<file path="src/design/acs_pkg.sv">
// ----------------------------------------------------------------------------
// acs_pkg - Arabic contextual shaper shared definitions
// Letter form table, mark and joining classes, controller/datapath bundles.
// ----------------------------------------------------------------------------
`default_nettype none

package acs_pkg;

    localparam int unsigned CODE_W = 21;

    localparam logic [CODE_W-1:0] LAM      = 21'h000644;
    localparam logic [CODE_W-1:0] TATWEEL  = 21'h000640;

    // one row of the presentation form table
    typedef struct packed {
        logic        hit;
        logic [15:0] iso;
        logic [15:0] fin;
        logic [15:0] ini;
        logic [15:0] med;
    } t_form;

    // output selection codes
    typedef enum logic [1:0] {
        OSEL_IN   = 2'd0,
        OSEL_LIG  = 2'd1,
        OSEL_PEND = 2'd2,
        OSEL_MARK = 2'd3
    } t_osel;

    // commands from controller to datapath
    typedef struct packed {
        logic  in_ready;
        logic  accept;
        logic  store_mark;
        logic  set_ovf;
        logic  pend_from_in;
        logic  nj_clear;
        logic  advance;
        logic  lig_clear;
        logic  run_clear;
        logic  idx_inc;
        logic  emit;
        t_osel emit_sel;
        logic  emit_done;
    } t_cmd;

    // status from datapath to controller
    typedef struct packed {
        logic in_valid;
        logic in_last;
        logic in_mark;
        logic in_lig;
        logic pend_valid;
        logic marks_full;
        logic cnt_zero;
        logic idx_last;
        logic out_free;
    } t_stat;

    function automatic t_form fr(input logic [15:0] iso, input logic [15:0] fin,
                                 input logic [15:0] ini, input logic [15:0] med);
        t_form f;
        f.hit = 1'b1;
        f.iso = iso;
        f.fin = fin;
        f.ini = ini;
        f.med = med;
        return f;
    endfunction

    function automatic t_form form_lookup(input logic [CODE_W-1:0] c);
        t_form f;
        f = '0;
        case (c)
            21'h000621: f = fr(16'hFE80, 16'h0000, 16'h0000, 16'h0000);
            21'h000622: f = fr(16'hFE81, 16'hFE82, 16'h0000, 16'h0000);
            21'h000623: f = fr(16'hFE83, 16'hFE84, 16'h0000, 16'h0000);
            21'h000624: f = fr(16'hFE85, 16'hFE86, 16'h0000, 16'h0000);
            21'h000625: f = fr(16'hFE87, 16'hFE88, 16'h0000, 16'h0000);
            21'h000626: f = fr(16'hFE89, 16'hFE8A, 16'hFE8B, 16'hFE8C);
            21'h000627: f = fr(16'hFE8D, 16'hFE8E, 16'h0000, 16'h0000);
            21'h000628: f = fr(16'hFE8F, 16'hFE90, 16'hFE91, 16'hFE92);
            21'h000629: f = fr(16'hFE93, 16'hFE94, 16'h0000, 16'h0000);
            21'h00062A: f = fr(16'hFE95, 16'hFE96, 16'hFE97, 16'hFE98);
            21'h00062B: f = fr(16'hFE99, 16'hFE9A, 16'hFE9B, 16'hFE9C);
            21'h00062C: f = fr(16'hFE9D, 16'hFE9E, 16'hFE9F, 16'hFEA0);
            21'h00062D: f = fr(16'hFEA1, 16'hFEA2, 16'hFEA3, 16'hFEA4);
            21'h00062E: f = fr(16'hFEA5, 16'hFEA6, 16'hFEA7, 16'hFEA8);
            21'h00062F: f = fr(16'hFEA9, 16'hFEAA, 16'h0000, 16'h0000);
            21'h000630: f = fr(16'hFEAB, 16'hFEAC, 16'h0000, 16'h0000);
            21'h000631: f = fr(16'hFEAD, 16'hFEAE, 16'h0000, 16'h0000);
            21'h000632: f = fr(16'hFEAF, 16'hFEB0, 16'h0000, 16'h0000);
            21'h000633: f = fr(16'hFEB1, 16'hFEB2, 16'hFEB3, 16'hFEB4);
            21'h000634: f = fr(16'hFEB5, 16'hFEB6, 16'hFEB7, 16'hFEB8);
            21'h000635: f = fr(16'hFEB9, 16'hFEBA, 16'hFEBB, 16'hFEBC);
            21'h000636: f = fr(16'hFEBD, 16'hFEBE, 16'hFEBF, 16'hFEC0);
            21'h000637: f = fr(16'hFEC1, 16'hFEC2, 16'hFEC3, 16'hFEC4);
            21'h000638: f = fr(16'hFEC5, 16'hFEC6, 16'hFEC7, 16'hFEC8);
            21'h000639: f = fr(16'hFEC9, 16'hFECA, 16'hFECB, 16'hFECC);
            21'h00063A: f = fr(16'hFECD, 16'hFECE, 16'hFECF, 16'hFED0);
            21'h000641: f = fr(16'hFED1, 16'hFED2, 16'hFED3, 16'hFED4);
            21'h000642: f = fr(16'hFED5, 16'hFED6, 16'hFED7, 16'hFED8);
            21'h000643: f = fr(16'hFED9, 16'hFEDA, 16'hFEDB, 16'hFEDC);
            21'h000644: f = fr(16'hFEDD, 16'hFEDE, 16'hFEDF, 16'hFEE0);
            21'h000645: f = fr(16'hFEE1, 16'hFEE2, 16'hFEE3, 16'hFEE4);
            21'h000646: f = fr(16'hFEE5, 16'hFEE6, 16'hFEE7, 16'hFEE8);
            21'h000647: f = fr(16'hFEE9, 16'hFEEA, 16'hFEEB, 16'hFEEC);
            21'h000648: f = fr(16'hFEED, 16'hFEEE, 16'h0000, 16'h0000);
            21'h000649: f = fr(16'hFEEF, 16'hFEF0, 16'h0000, 16'h0000);
            21'h00064A: f = fr(16'hFEF1, 16'hFEF2, 16'hFEF3, 16'hFEF4);
            21'h000671: f = fr(16'hFB50, 16'hFB51, 16'h0000, 16'h0000);
            21'h000679: f = fr(16'hFB66, 16'hFB67, 16'hFB68, 16'hFB69);
            21'h00067A: f = fr(16'hFB5E, 16'hFB5F, 16'hFB60, 16'hFB61);
            21'h00067B: f = fr(16'hFB52, 16'hFB53, 16'hFB54, 16'hFB55);
            21'h00067E: f = fr(16'hFB56, 16'hFB57, 16'hFB58, 16'hFB59);
            21'h00067F: f = fr(16'hFB62, 16'hFB63, 16'hFB64, 16'hFB65);
            21'h000680: f = fr(16'hFB5A, 16'hFB5B, 16'hFB5C, 16'hFB5D);
            21'h000683: f = fr(16'hFB76, 16'hFB77, 16'hFB78, 16'hFB79);
            21'h000684: f = fr(16'hFB72, 16'hFB73, 16'hFB74, 16'hFB75);
            21'h000686: f = fr(16'hFB7A, 16'hFB7B, 16'hFB7C, 16'hFB7D);
            21'h000687: f = fr(16'hFB7E, 16'hFB7F, 16'hFB80, 16'hFB81);
            21'h000688: f = fr(16'hFB88, 16'hFB89, 16'h0000, 16'h0000);
            21'h00068C: f = fr(16'hFB84, 16'hFB85, 16'h0000, 16'h0000);
            21'h00068D: f = fr(16'hFB82, 16'hFB83, 16'h0000, 16'h0000);
            21'h00068E: f = fr(16'hFB86, 16'hFB87, 16'h0000, 16'h0000);
            21'h000691: f = fr(16'hFB8C, 16'hFB8D, 16'h0000, 16'h0000);
            21'h000698: f = fr(16'hFB8A, 16'hFB8B, 16'h0000, 16'h0000);
            21'h0006A4: f = fr(16'hFB6A, 16'hFB6B, 16'hFB6C, 16'hFB6D);
            21'h0006A6: f = fr(16'hFB6E, 16'hFB6F, 16'hFB70, 16'hFB71);
            21'h0006A9: f = fr(16'hFB8E, 16'hFB8F, 16'hFB90, 16'hFB91);
            21'h0006AD: f = fr(16'hFBD3, 16'hFBD4, 16'hFBD5, 16'hFBD6);
            21'h0006AF: f = fr(16'hFB92, 16'hFB93, 16'hFB94, 16'hFB95);
            21'h0006B1: f = fr(16'hFB9A, 16'hFB9B, 16'hFB9C, 16'hFB9D);
            21'h0006B3: f = fr(16'hFB96, 16'hFB97, 16'hFB98, 16'hFB99);
            21'h0006BA: f = fr(16'hFB9E, 16'hFB9F, 16'h0000, 16'h0000);
            21'h0006BB: f = fr(16'hFBA0, 16'hFBA1, 16'hFBA2, 16'hFBA3);
            21'h0006BE: f = fr(16'hFBAA, 16'hFBAB, 16'hFBAC, 16'hFBAD);
            21'h0006C0: f = fr(16'hFBA4, 16'hFBA5, 16'h0000, 16'h0000);
            21'h0006C1: f = fr(16'hFBA6, 16'hFBA7, 16'hFBA8, 16'hFBA9);
            21'h0006C5: f = fr(16'hFBE0, 16'hFBE1, 16'h0000, 16'h0000);
            21'h0006C6: f = fr(16'hFBD9, 16'hFBDA, 16'h0000, 16'h0000);
            21'h0006C7: f = fr(16'hFBD7, 16'hFBD8, 16'h0000, 16'h0000);
            21'h0006C8: f = fr(16'hFBDB, 16'hFBDC, 16'h0000, 16'h0000);
            21'h0006C9: f = fr(16'hFBE2, 16'hFBE3, 16'h0000, 16'h0000);
            21'h0006CB: f = fr(16'hFBDE, 16'hFBDF, 16'h0000, 16'h0000);
            21'h0006CC: f = fr(16'hFBFC, 16'hFBFD, 16'hFBFE, 16'hFBFF);
            21'h0006D0: f = fr(16'hFBE4, 16'hFBE5, 16'hFBE6, 16'hFBE7);
            21'h0006D2: f = fr(16'hFBAE, 16'hFBAF, 16'h0000, 16'h0000);
            21'h0006D3: f = fr(16'hFBB0, 16'hFBB1, 16'h0000, 16'h0000);
            default:    f = '0;
        endcase
        return f;
    endfunction

    // harakat and Quranic annotation marks
    function automatic logic is_mark(input logic [CODE_W-1:0] c);
        return (c >= 21'h00064B && c <= 21'h00065F) || (c == 21'h000670) ||
               (c >= 21'h0006D6 && c <= 21'h0006ED);
    endfunction

    function automatic logic links_fwd(input logic [CODE_W-1:0] c);
        t_form f;
        f = form_lookup(c);
        return (c == TATWEEL) || (f.hit && (f.ini != 16'h0000));
    endfunction

    function automatic logic links_bwd(input logic [CODE_W-1:0] c);
        t_form f;
        f = form_lookup(c);
        return (c == TATWEEL) || (f.hit && (f.fin != 16'h0000));
    endfunction

    // alefs that fuse with a preceding lam
    function automatic logic lig_hit(input logic [CODE_W-1:0] c);
        return (c == 21'h000622) || (c == 21'h000623) ||
               (c == 21'h000625) || (c == 21'h000627);
    endfunction

    function automatic logic [CODE_W-1:0] lig_code(input logic [CODE_W-1:0] c,
                                                   input logic fin);
        logic [15:0] g;
        case (c)
            21'h000622: g = fin ? 16'hFEF6 : 16'hFEF5;
            21'h000623: g = fin ? 16'hFEF8 : 16'hFEF7;
            21'h000625: g = fin ? 16'hFEFA : 16'hFEF9;
            default:    g = fin ? 16'hFEFC : 16'hFEFB;
        endcase
        return {5'd0, g};
    endfunction

    function automatic logic [CODE_W-1:0] pick_form(input logic [CODE_W-1:0] c,
                                                    input logic prev_j,
                                                    input logic next_j);
        t_form       f;
        logic        jp;
        logic        jn;
        logic [15:0] g;
        f  = form_lookup(c);
        jp = prev_j && (f.fin != 16'h0000);
        jn = next_j && (f.ini != 16'h0000);
        if (jp && jn)  g = f.med;
        else if (jp)   g = f.fin;
        else if (jn)   g = f.ini;
        else           g = f.iso;
        if (!f.hit || g == 16'h0000) return c;
        return {5'd0, g};
    endfunction

endpackage

`default_nettype wire

</file>
<file path="src/design/acs_in_if.sv">
// ----------------------------------------------------------------------------
// acs_in_if - codepoint input channel
// valid/ready channel carrying one codepoint and its end-of-run flag.
// ----------------------------------------------------------------------------
`default_nettype none

interface acs_in_if;
    logic        valid;
    logic        ready;
    logic [20:0] code_in;
    logic        run_end;

    modport source (output valid, output code_in, output run_end, input ready);
    modport sink   (input valid, input code_in, input run_end, output ready);
endinterface

`default_nettype wire

</file>
<file path="src/design/acs_out_if.sv">
// ----------------------------------------------------------------------------
// acs_out_if - shaped codepoint output channel
// valid/ready channel carrying one shaped codepoint with run flags.
// ----------------------------------------------------------------------------
`default_nettype none

interface acs_out_if;
    logic        valid;
    logic        ready;
    logic [20:0] code_out;
    logic        run_done;
    logic        marks_lost;

    modport source (output valid, output code_out, output run_done,
                    output marks_lost, input ready);
    modport sink   (input valid, input code_out, input run_done,
                    input marks_lost, output ready);
endinterface

`default_nettype wire

</file>
<file path="src/design/acs_ctrl.sv">
// ----------------------------------------------------------------------------
// acs_ctrl - shaper sequencer
// Decides per item which results go out and steps through the mark buffer.
// ----------------------------------------------------------------------------
`default_nettype none

module acs_ctrl (
    input  wire                 i_clk,
    input  wire                 i_rst_n,
    input  wire acs_pkg::t_stat i_stat,
    output acs_pkg::t_cmd       o_cmd
);

    typedef enum logic [4:0] {
        S_IDLE  = 5'b00001,
        S_ONE   = 5'b00010,
        S_LIG   = 5'b00100,
        S_PEND  = 5'b01000,
        S_MARKS = 5'b10000
    } t_state;

    t_state r_state, n_state;
    logic   r_flush, n_flush;
    logic   r_last,  n_last;
    logic   w_accept;

    assign w_accept = i_stat.in_valid && (r_state == S_IDLE);

    // state register
    always_ff @(posedge i_clk) begin
        if (!i_rst_n) begin
            r_state <= S_IDLE;
            r_flush <= 1'b0;
            r_last  <= 1'b0;
        end else begin
            r_state <= n_state;
            r_flush <= n_flush;
            r_last  <= n_last;
        end
    end

    // next state and commands
    always_comb begin
        n_state  = r_state;
        n_flush  = r_flush;
        n_last   = r_last;
        o_cmd    = '0;
        o_cmd.in_ready = (r_state == S_IDLE);
        o_cmd.emit_sel = acs_pkg::OSEL_IN;
        case (r_state)
            S_IDLE: begin
                if (w_accept) begin
                    o_cmd.accept = 1'b1;
                    n_last       = i_stat.in_last;
                    if (i_stat.in_mark) begin
                        if (!i_stat.pend_valid) begin
                            n_state = S_ONE;
                        end else begin
                            if (i_stat.marks_full) o_cmd.set_ovf = 1'b1;
                            else                   o_cmd.store_mark = 1'b1;
                            if (i_stat.in_last) begin
                                o_cmd.nj_clear = 1'b1;
                                n_flush        = 1'b1;
                                n_state        = S_PEND;
                            end
                        end
                    end else if (i_stat.pend_valid) begin
                        if (i_stat.in_lig) begin
                            n_state = S_LIG;
                        end else begin
                            n_flush = 1'b0;
                            n_state = S_PEND;
                        end
                    end else begin
                        o_cmd.pend_from_in = 1'b1;
                        if (i_stat.in_last) begin
                            o_cmd.nj_clear = 1'b1;
                            n_flush        = 1'b1;
                            n_state        = S_PEND;
                        end
                    end
                end
            end
            S_ONE: begin
                if (i_stat.out_free) begin
                    o_cmd.emit      = 1'b1;
                    o_cmd.emit_sel  = acs_pkg::OSEL_IN;
                    o_cmd.emit_done = r_last;
                    o_cmd.run_clear = r_last;
                    n_state         = S_IDLE;
                end
            end
            S_LIG: begin
                if (i_stat.out_free) begin
                    o_cmd.emit      = 1'b1;
                    o_cmd.emit_sel  = acs_pkg::OSEL_LIG;
                    o_cmd.emit_done = r_last;
                    o_cmd.lig_clear = 1'b1;
                    o_cmd.run_clear = r_last;
                    n_state         = S_IDLE;
                end
            end
            S_PEND, S_MARKS: begin
                if (i_stat.out_free) begin
                    o_cmd.emit = 1'b1;
                    if (r_state == S_PEND) begin
                        o_cmd.emit_sel  = acs_pkg::OSEL_PEND;
                        o_cmd.emit_done = r_flush && i_stat.cnt_zero;
                    end else begin
                        o_cmd.emit_sel  = acs_pkg::OSEL_MARK;
                        o_cmd.emit_done = r_flush && i_stat.idx_last;
                        o_cmd.idx_inc   = 1'b1;
                    end
                    // sequence ends after the pending letter or the last mark
                    if ((r_state == S_PEND && i_stat.cnt_zero) ||
                        (r_state == S_MARKS && i_stat.idx_last)) begin
                        if (r_flush) begin
                            o_cmd.run_clear = 1'b1;
                            n_state         = S_IDLE;
                        end else begin
                            o_cmd.advance = 1'b1;
                            if (r_last) begin
                                n_flush = 1'b1;
                                n_state = S_PEND;
                            end else begin
                                n_state = S_IDLE;
                            end
                        end
                    end else begin
                        n_state = S_MARKS;
                    end
                end
            end
            default: begin
                n_state = S_IDLE;
            end
        endcase
    end

    // checks
    a_emit_free: assert property (@(posedge i_clk) disable iff (!i_rst_n)
        o_cmd.emit |-> i_stat.out_free) else $error("emit into busy output");
    a_idle_quiet: assert property (@(posedge i_clk) disable iff (!i_rst_n)
        (r_state == S_IDLE) |-> !o_cmd.emit) else $error("emit while idle");
    a_one_back: assert property (@(posedge i_clk) disable iff (!i_rst_n)
        (r_state == S_ONE && i_stat.out_free) |=> (r_state == S_IDLE))
        else $error("single result did not return to idle");
    a_done_clear: assert property (@(posedge i_clk) disable iff (!i_rst_n)
        (o_cmd.emit && o_cmd.emit_done) |-> o_cmd.run_clear)
        else $error("run end without run clear");

endmodule

`default_nettype wire

</file>
<file path="src/design/acs_dp.sv">
// ----------------------------------------------------------------------------
// acs_dp - shaper datapath
// Pending letter, mark buffer, joining flags and the registered output item.
// ----------------------------------------------------------------------------
`default_nettype none

module acs_dp #(
    parameter int unsigned MAX_MARKS = 8
) (
    input  wire                 i_clk,
    input  wire                 i_rst_n,
    acs_in_if.sink              i_in,
    acs_out_if.source           o_out,
    input  wire acs_pkg::t_cmd  i_cmd,
    output acs_pkg::t_stat      o_stat
);

    localparam int unsigned IW = (MAX_MARKS > 1) ? $clog2(MAX_MARKS) : 1;
    localparam int unsigned CW = $clog2(MAX_MARKS + 1);

    logic [20:0]   r_marks [MAX_MARKS];
    logic [CW-1:0] r_cnt;
    logic [IW-1:0] r_idx;
    logic          r_pv;
    logic          r_bjf;
    logic          r_ovf;
    logic          r_nj;
    logic [20:0]   r_pend;
    logic [20:0]   r_c;
    logic          r_ovalid;
    logic [20:0]   r_ocode;
    logic          r_odone;
    logic          r_olost;
    logic [20:0]   w_emit_code;

    assign i_in.ready = i_cmd.in_ready;

    // status towards the sequencer
    always_comb begin
        o_stat.in_valid   = i_in.valid;
        o_stat.in_last    = i_in.run_end;
        o_stat.in_mark    = acs_pkg::is_mark(i_in.code_in);
        o_stat.in_lig     = (r_pend == acs_pkg::LAM) && acs_pkg::lig_hit(i_in.code_in);
        o_stat.pend_valid = r_pv;
        o_stat.marks_full = (r_cnt == CW'(MAX_MARKS));
        o_stat.cnt_zero   = (r_cnt == '0);
        o_stat.idx_last   = ((CW'(r_idx) + 1'b1) == r_cnt);
        o_stat.out_free   = !r_ovalid || o_out.ready;
    end

    // result selection
    always_comb begin
        case (i_cmd.emit_sel)
            acs_pkg::OSEL_IN:   w_emit_code = r_c;
            acs_pkg::OSEL_LIG:  w_emit_code = acs_pkg::lig_code(r_c, r_bjf);
            acs_pkg::OSEL_PEND: w_emit_code = acs_pkg::pick_form(r_pend, r_bjf, r_nj);
            acs_pkg::OSEL_MARK: w_emit_code = r_marks[r_idx];
            default:            w_emit_code = r_c;
        endcase
    end

    // mark buffer
    always_ff @(posedge i_clk) begin
        if (i_cmd.store_mark) begin
            r_marks[r_cnt[IW-1:0]] <= i_in.code_in;
        end
    end

    // payload registers
    always_ff @(posedge i_clk) begin
        if (i_cmd.accept) r_c <= i_in.code_in;
        if (i_cmd.pend_from_in) r_pend <= i_in.code_in;
        if (i_cmd.advance) r_pend <= r_c;
        if (i_cmd.emit) begin
            r_ocode <= w_emit_code;
            r_odone <= i_cmd.emit_done;
            r_olost <= r_ovf;
        end
    end

    // control state
    always_ff @(posedge i_clk) begin
        if (!i_rst_n) begin
            r_pv     <= 1'b0;
            r_bjf    <= 1'b0;
            r_ovf    <= 1'b0;
            r_nj     <= 1'b0;
            r_cnt    <= '0;
            r_idx    <= '0;
            r_ovalid <= 1'b0;
        end else begin
            if (i_cmd.accept) r_nj <= acs_pkg::links_bwd(i_in.code_in);
            if (i_cmd.nj_clear) r_nj <= 1'b0;
            if (i_cmd.store_mark) r_cnt <= r_cnt + 1'b1;
            if (i_cmd.set_ovf) r_ovf <= 1'b1;
            if (i_cmd.pend_from_in) r_pv <= 1'b1;
            if (i_cmd.idx_inc) r_idx <= r_idx + 1'b1;
            if (i_cmd.advance) begin
                r_bjf <= acs_pkg::links_fwd(r_pend);
                r_cnt <= '0;
                r_idx <= '0;
                r_nj  <= 1'b0;
            end
            if (i_cmd.lig_clear) begin
                r_pv  <= 1'b0;
                r_bjf <= 1'b0;
                r_cnt <= '0;
                r_idx <= '0;
            end
            if (i_cmd.run_clear) begin
                r_pv  <= 1'b0;
                r_bjf <= 1'b0;
                r_ovf <= 1'b0;
                r_nj  <= 1'b0;
                r_cnt <= '0;
                r_idx <= '0;
            end
            if (i_cmd.emit) r_ovalid <= 1'b1;
            else if (o_out.ready) r_ovalid <= 1'b0;
        end
    end

    assign o_out.valid      = r_ovalid;
    assign o_out.code_out   = r_ocode;
    assign o_out.run_done   = r_odone;
    assign o_out.marks_lost = r_olost;

endmodule

`default_nettype wire

</file>
<file path="src/design/arabic_contextual_shaper_unit.sv">
// ----------------------------------------------------------------------------
// arabic_contextual_shaper_unit - Arabic presentation form shaper
// Replaces letters of a right-to-left run by their contextual forms.
// ----------------------------------------------------------------------------
// Usage:
//   i_in carries codepoints of one run in logical order; run_end flags the
//   last one. o_out carries shaped codepoints, run_done on the final result
//   of a run and marks_lost once a mark of the run overflowed the buffer.
//   A letter is held until the next non-mark codepoint decides its form;
//   up to MAX_MARKS marks are held behind it.
//   Flow: an item is taken only while the sequencer is idle, then each of
//   its results is moved into the output register in turn, and no new item
//   is taken before the last of them is. A letter followed by k marks that
//   is not fused into a lam-alef ligature gives k+1 results: the letter,
//   then its marks as the sequencer steps through the mark buffer.
//   A result waits in the output register while the receiver stalls; the
//   sequencer holds and no new item is taken until it can move on.
//   Reset (synchronous, active low) empties the pending letter, the mark
//   count, the overflow flag and the output register at once.
// ----------------------------------------------------------------------------
`default_nettype none

module arabic_contextual_shaper_unit #(
    parameter int unsigned MAX_MARKS = 8
) (
    input  wire       i_clk,
    input  wire       i_rst_n,
    acs_in_if.sink    i_in,
    acs_out_if.source o_out
);

    acs_pkg::t_cmd  w_cmd;
    acs_pkg::t_stat w_stat;

    acs_ctrl u_ctrl (
        .i_clk   (i_clk),
        .i_rst_n (i_rst_n),
        .i_stat  (w_stat),
        .o_cmd   (w_cmd)
    );

    acs_dp #(
        .MAX_MARKS (MAX_MARKS)
    ) u_dp (
        .i_clk   (i_clk),
        .i_rst_n (i_rst_n),
        .i_in    (i_in),
        .o_out   (o_out),
        .i_cmd   (w_cmd),
        .o_stat  (w_stat)
    );

endmodule

`default_nettype wire

</file>
<file path="src/flat_wrapper.sv">
// flat-port wrapper written by rule: the top's interface ports become plain ports
module arabic_contextual_shaper_unit_flat 
#(
    parameter int unsigned MAX_MARKS = 8
)
  (i_clk, i_rst_n, i_in_valid, i_in_code_in, i_in_run_end, i_in_ready, o_out_valid, o_out_code_out, o_out_run_done, o_out_marks_lost, o_out_ready);
  acs_in_if i_in_i ();
  acs_out_if o_out_i ();
  input  wire i_clk;
  input  wire i_rst_n;
  input wire logic [$bits(i_in_i.valid)-1:0] i_in_valid;
  input wire logic [$bits(i_in_i.code_in)-1:0] i_in_code_in;
  input wire logic [$bits(i_in_i.run_end)-1:0] i_in_run_end;
  output wire logic [$bits(i_in_i.ready)-1:0] i_in_ready;
  output wire logic [$bits(o_out_i.valid)-1:0] o_out_valid;
  output wire logic [$bits(o_out_i.code_out)-1:0] o_out_code_out;
  output wire logic [$bits(o_out_i.run_done)-1:0] o_out_run_done;
  output wire logic [$bits(o_out_i.marks_lost)-1:0] o_out_marks_lost;
  input wire logic [$bits(o_out_i.ready)-1:0] o_out_ready;
  assign i_in_i.valid = i_in_valid;
  assign i_in_i.code_in = i_in_code_in;
  assign i_in_i.run_end = i_in_run_end;
  assign i_in_ready = i_in_i.ready;
  assign o_out_valid = o_out_i.valid;
  assign o_out_code_out = o_out_i.code_out;
  assign o_out_run_done = o_out_i.run_done;
  assign o_out_marks_lost = o_out_i.marks_lost;
  assign o_out_i.ready = o_out_ready;
  arabic_contextual_shaper_unit #(.MAX_MARKS(MAX_MARKS)) u_core (.i_clk(i_clk), .i_rst_n(i_rst_n), .i_in(i_in_i), .o_out(o_out_i));
endmodule
</file>
<file path="config.mk">
export PLATFORM = sky130hd
export DESIGN_NAME = arabic_contextual_shaper_unit_flat
export DESIGN_NICKNAME = d
export VERILOG_FILES = /design/src/design/acs_pkg.sv /design/src/design/acs_in_if.sv /design/src/design/acs_out_if.sv /design/src/design/acs_ctrl.sv /design/src/design/acs_dp.sv /design/src/design/arabic_contextual_shaper_unit.sv /design/src/flat_wrapper.sv
export SDC_FILE = /design/constraint.sdc
export NUM_CORES = 1
export LEC_CHECK = 0
export ABC_AREA = 1
export BUFFER_PORTS_ARGS = -buffer_cell sky130_fd_sc_hd__buf_4
export CORE_ASPECT_RATIO = 0.7
export CORE_MARGIN = 2
export CORE_UTILIZATION = 45
export CTS_BUF_LIST = sky130_fd_sc_hd__clkbuf_16
export DETAILED_ROUTE_END_ITERATION = 8
export MAX_ROUTING_LAYER = met4
export PLACE_DENSITY = 0.65
export SYNTH_ARGS = -nofsm -noshare
export SYNTH_HDL_FRONTEND = slang
export SYNTH_HIERARCHICAL = 1
export SYNTH_SLANG_ARGS = --single-unit
</file>
<file path="constraint.sdc">
create_clock -name i_clk -period 5.4 [get_ports i_clk]
set_input_delay 0.81 -clock i_clk [delete_from_list [all_inputs] [get_ports i_clk]]
set_output_delay 0.81 -clock i_clk [all_outputs]
set_load 0.01 [all_outputs]
</file>
# Word-level counts from Yosys, hierarchy flattened
# Memory sizes are Yosys's and may differ from the RTL's. A register that Yosys moved wholly into a read port is not among the register bits.
# Index checks and enable logic that the tools add are counted.
dict set report op_classes {
  addsub 3
  n_mul 0
  div 0
  n_lt_le_gt_ge 4
  eq_ne 172
  shift 0
  mux 80
  bitwise_logic 1
  reduce_logical 44
}
# op count
set op_table {}
lappend op_table {{$pmux 65 s75} 2}
lappend op_table {{$eq 21x11->1 const B} 156}
lappend op_table {{$mux 65} 5}
lappend op_table {{$mux 21} 4}
lappend op_table {{$pmux 21 s4} 1}
lappend op_table {{$mux 16} 4}
lappend op_table {{$reduce_bool 16->1} 4}
lappend op_table {{$mux 5} 10}
lappend op_table {{$ge 21x11->1 const B} 2}
lappend op_table {{$le 21x11->1 const B} 2}
lappend op_table {{$mux 1} 32}
lappend op_table {{$mux 4} 6}
lappend op_table {{$pmux 4 s3} 2}
lappend op_table {{$logic_not 16->1} 1}
lappend op_table {{$pmux 5 s3} 1}
lappend op_table {{$mux 2} 7}
lappend op_table {{$logic_and 1x1->1} 13}
lappend op_table {{$logic_or 1x1->1} 10}
lappend op_table {{$mux 3} 3}
lappend op_table {{$reduce_or 4->1} 2}
lappend op_table {{$mux 6} 1}
lappend op_table {{$reduce_and 6->1} 1}
lappend op_table {{$reduce_bool 2->1} 3}
lappend op_table {{$reduce_or 2->1} 3}
lappend op_table {{other kinds (25)} 29}
dict set report word_totals {
  regBits 84
  latchBits 0
  ramBits 168
  mem_bits_ro 0
  inputBits 26
  out_inout_bits 25
  word_cells 320
  n_memories 1
}
# name depth width rd rd_clocked_by_memory_dff wr line
set mem_list {}
lappend mem_list {u_core.u_dp.r_marks 8 21 1 1 1 acs_dp.sv:21} ;# logic [20:0] r_marks [MAX_MARKS];

# Depth between registers and ports, before layout
dict set report depth {
  ltp_word 21
  ltp_mapped 21
  mapped_depth_nobuf 20
}

# Modules after synthesis
# Netlist, hierarchy kept.
# mod n_inst cells_per_inst area_each_um2 seq_area_each_um2
set modules_own_cells {}
lappend modules_own_cells {acs_dp 1 1872 14818.0 7297.0}
lappend modules_own_cells {acs_ctrl 1 112 668.1 140.1}

# Worst setup path before layout
# No wires, ideal clock.
dict set report synth_timing {
  kind {in2reg}
  from {input i_in_code_in[12]}
  to {memory u_core.u_dp.r_marks[7][0] (enable)}
  setup_ps 401
  arrival_time_ps 4197
  required_time_ps 4999
  setup_slack_ps 802
  path_stages 10
  n_path_buf 1
  path_cell_list {nor2_1 nand3_1 nor3_2 clkbuf_1 o2111ai_1 o311ai_0 inv_1 nor4_1 nand2_1 nor2_1}
}
# element line
set synth_lines {}
lappend synth_lines {{start, declared} flat_wrapper.sv:12} ;# input wire logic [$bits(i_in_i.code_in)-1:0] i_in_code_in;
lappend synth_lines {{end, declared} acs_dp.sv:21}

==> reports/qor.csv <==
stage,metric,value,unit
synth,syn_area_per_cell,7.81,sq um
critical_path,worstPathArrival,4.69,ns
detailed_routing,postRouteAntennaNets,0,
clocking,cts_htree_levels,1,
floorplan,num_rows,56,
critical_path,startpoint,i_in_code_in[12],
final_layout,final_cells,2489,
synth,yosysWarnings,6,
synth,synth_edf_count,233,
clocking,clkTransAtPathRegs,0.07,ns
floorplan,die_area,35900,sq um
placed_design,portBuffers,50,
critical_path,path_class,in -> reg,
global_route,grt_max_degree,75,
timing,finalClockSkew,0.0215,ns
synth,syn_inst,1984,
flow_run,max_cap_viol_count,0,
detailed_routing,vias,15009,
clocking,clk_latency,0.55,ns
clocking,clk_path_buf_depth,3,
detailed_routing,totalWireLength,54.2,mm
clocking,hold_buffers,0,
global_route,grt_pass1_vias,13322,
timing,fin_setup_tns,0,ns
pwr,p_sw_frac,0.350,
clocking,cts_resized,0,
timing,hold_viol_final,0,
synth,synthFlopType,edfxtp_1,
critical_path,crit_path_top_delay_cell,o311ai_0,
final_layout,final-seq-area,7440,sq um
synth,synth_area_leader_cell,edfxtp_1,
timing,rsz0062_at_grt,false,
final_layout,nFillCells,3253,
detailed_routing,drc,0,
critical_path,cp.depth,12,
critical_path,critPathRequiredTime,5.59,ns
timing,slew_headroom,0.194,
synth,ys_top_cells_by_count,"433 x nand2_1, 341 x nor2_1, 233 x edfxtp_1",
timing,whs,0.434,ns
critical_path,path_common_cell,buf_4,
final_layout,areaGrowthSynthToFinish,10.8,%
pwr,finalPower,5.86,mW
pwr,p_comb_frac,0.266,
critical_path,r2r_slack,1.62,ns
critical_path,cp-endpoint,u_core/u_dp/r_marks[0][6],
global_route,track_usage,0.308,
synth,synth.distinct_cells,56,
global_route,grt_pass1_wl,81.8,mm
floorplan,start_util,0.459,
critical_path,max_stage_delay,0.93,ns
final_layout,final_nets,2035,
synth,ys_async_sr_fraction,0,
pwr,power_frac_clock,0.298,
clocking,cts_tree,built,
final_layout,n_antenna_cell,0,
timing,slew_violations,0,
pwr,p_int,3.81,mW
final_layout,drive_above_1_share,0.102,
timing,setup-violations-final,0,
clocking,cts_made_buffers,26,
synth,ys_seq_area_frac,0.480,
critical_path,path_cells,"buf_4, nor2_1, nand3_1, nor3_2, buf_4, o2111ai_1, o311ai_0, inv_1, nor4_1, nand2_1, nor2_2, buf_4",
synth,netlist_area,15500,sq um
critical_path,critPathCaptureType,register,
pwr,total_leakage_power,7.07,nW
critical_path,crit_buf_inv,4,
final_layout,multiInputGateArea,7090,sq um
floorplan,core_area,33700,sq um
pwr,seqPwrFrac,0.436,
timing,tightest_slew,1.21,ns
timing,fmax,222,MHz
clocking,cts_num_sinks,255,
clocking,post_cts_buffers,0,
worst_hold_path,hold_path_class,reg -> reg,
placed_design,dpl-instance-area,16300,sq um
timing,period_share,0.834,
final_layout,stdcell_area,17200,sq um
global_route,antenna_found_initial,0,
placed_design,dp.final_hpwl,40.2,mm
synth,synth.most_common_cell,nand2_1,
outcome,status,"complete, no violations",
floorplan,fp.dieW,226,um
global_route,grt-ovfl-total,0,
synth,yosysTopAreaCellShare,0.452,
pwr,p_sw,2.05,mW
critical_path,rr_startpoint,u_core/u_ctrl/r_state[3],
timing,fin_crit,4.50,ns
placed_design,place_inst,2442,
synth,syn-num-nets,2013,
detailed_routing,wire_per_inst,21.8,um
pwr,p_per_area,342,nW/um^2
detailed_routing,routed_via_density,6.03,
floorplan,dieHeight,159,um
synth,ys_ff_latch,255,
critical_path,r2r_cells,10,
synth,synthTopCellsByArea,"edfxtp_1 45%, nand2_1 10%, nor2_1 8.3%",
detailed_routing,dr.pass1.iters,6,
critical_path,path_max_fanout,21,
placed_design,globalplace.congestion,1.02,
pwr,ir_drop,248,uV
critical_path,timing.rr.end,u_core/u_dp/o_out.code_out[6],
detailed_routing,drt_iter0_drc,2268,
critical_path,cp_top_family,simple AND/OR/NAND/NOR gates,
clocking,cts_root_buf,clkbuf_16,
critical_path,start_kind,primary input,
floorplan,io_pins,51,
[how the worst min path moves through the flow]
stage / slack [ns] / endpoint / depth (start not counted) / startpoint
finish: 0.43 / u_core/u_dp/o_out.marks_lost / 0 / u_core/u_dp/r_ovf
global route: 0.44 / u_core/u_dp/o_out.marks_lost / 0 / u_core/u_dp/r_ovf
CTS: 0.43 / u_core/u_dp/o_out.marks_lost / 0 / u_core/u_dp/r_ovf
detailed placement: 0.43 / u_core/u_dp/o_out.marks_lost / 0 / u_core/u_dp/r_ovf
global placement: 0.41 / u_core/u_dp/o_out.marks_lost / 0 / u_core/u_dp/r_ovf
floorplan: 0.41 / u_core/u_dp/o_out.marks_lost / 0 / u_core/u_dp/r_ovf
[placed cells by master (no fill, tap or decap), types with 4 or more instances in the layout]
cell,count
o21ai_0,124
o22ai_1,12
nand2_2,14
o31ai_1,4
nor2_1,330
dfxtp_1,21
nand3_1,207
clkbuf_16,27
o221ai_1,24
a221oi_1,7
edfxtp_1,233
nor2_2,27
inv_1,143
nand4_1,55
nor3_1,36
o21ai_1,25
nand3b_1,4
buf_4,84
inv_2,17
nor2_4,10
nand2_4,4
nand2_1,433
a31oi_1,8
a21oi_1,77
o211ai_1,22
nor4_1,8
clkinv_1,11
o2111ai_1,4
nor3b_1,5
nand3_2,7
[layer usage]
metal,up-vias,track usage,wire [um]
met2,912,0.401,21200
met4,0,0.0569,1140
met5,-,-,0
li1,6903,-,-
met1,7099,0.485,25100
met3,95,0.0655,6680
[through the flow]
stage          utilization  setup slack (ns)
4_1_cts              0.509              1.08
3_3_place_gp         0.485             0.674
2_1_floorplan            -             0.802
5_1_grt              0.509             0.603
3_5_place_dp         0.485             0.544
6_report             0.509             0.898
[worst reg2reg max path, stage by stage (launching register included)]
cell and delay (ns):
dfxtp_1 0.39, inv_2 0.08, nor2_2 0.12, nand3_2 0.17, a21oi_2 0.66, inv_1 0.41, nor2_1 1.00, inv_1 0.31
a21oi_1 0.21, nand2_1 0.14, o21ai_1 0.12
[cells by family (layout without fill, tap and decap cells)]
group | after synthesis | in the layout | share of synthesized area
xor+xnor | 5 | 5 | 0.00283
fa+ha+maj | 3 | 3 | 0.00242
compound gates | 322 | 322 | 0.122
mux | 1 | 1 | 0.000646
flops | 255 | 255 | 0.480
buf+inv | 247 | 288 | 0.0638
simple gates | 1151 | 1151 | 0.328
[flip-flops by register name (all words and copies together) (netlist names), 3 cells and up, named ones only]
signal	count
u_core/u_dp/r_idx	3
u_core/u_dp/r_marks	168
u_core/u_ctrl/r_state	5
u_core/u_dp/r_cnt	4
u_core/u_dp/r_pend	21
u_core/u_dp/o_out.code_out	21
u_core/u_dp/r_c	21
[final cells by class]
| class | count | share of cell area |
|---|---|---|
| clock buffer | 27 | 0.0394 |
| multi-input combinational | 1482 | 0.414 |
| clock inverter | 20 | 0.00846 |
| timing repair buffer | 84 | 0.0368 |
| tap | 464 | 0.0338 |
| inverter | 157 | 0.0344 |
| sequential | 255 | 0.434 |
[power groups by stage]
stage | sequential (mW) | combinational [mW] | clock (mW)
2_1_floorplan | 2.55 | 0.989 | 0
3_3_place_gp | 2.59 | 1.50 | 0
3_5_place_dp | 2.59 | 1.52 | 0
4_1_cts | 2.55 | 1.52 | 1.77
5_1_grt | 2.57 | 1.70 | 1.85
6_report | 2.56 | 1.56 | 1.75
No activity file was read; power rests on OpenSTA's default activity.
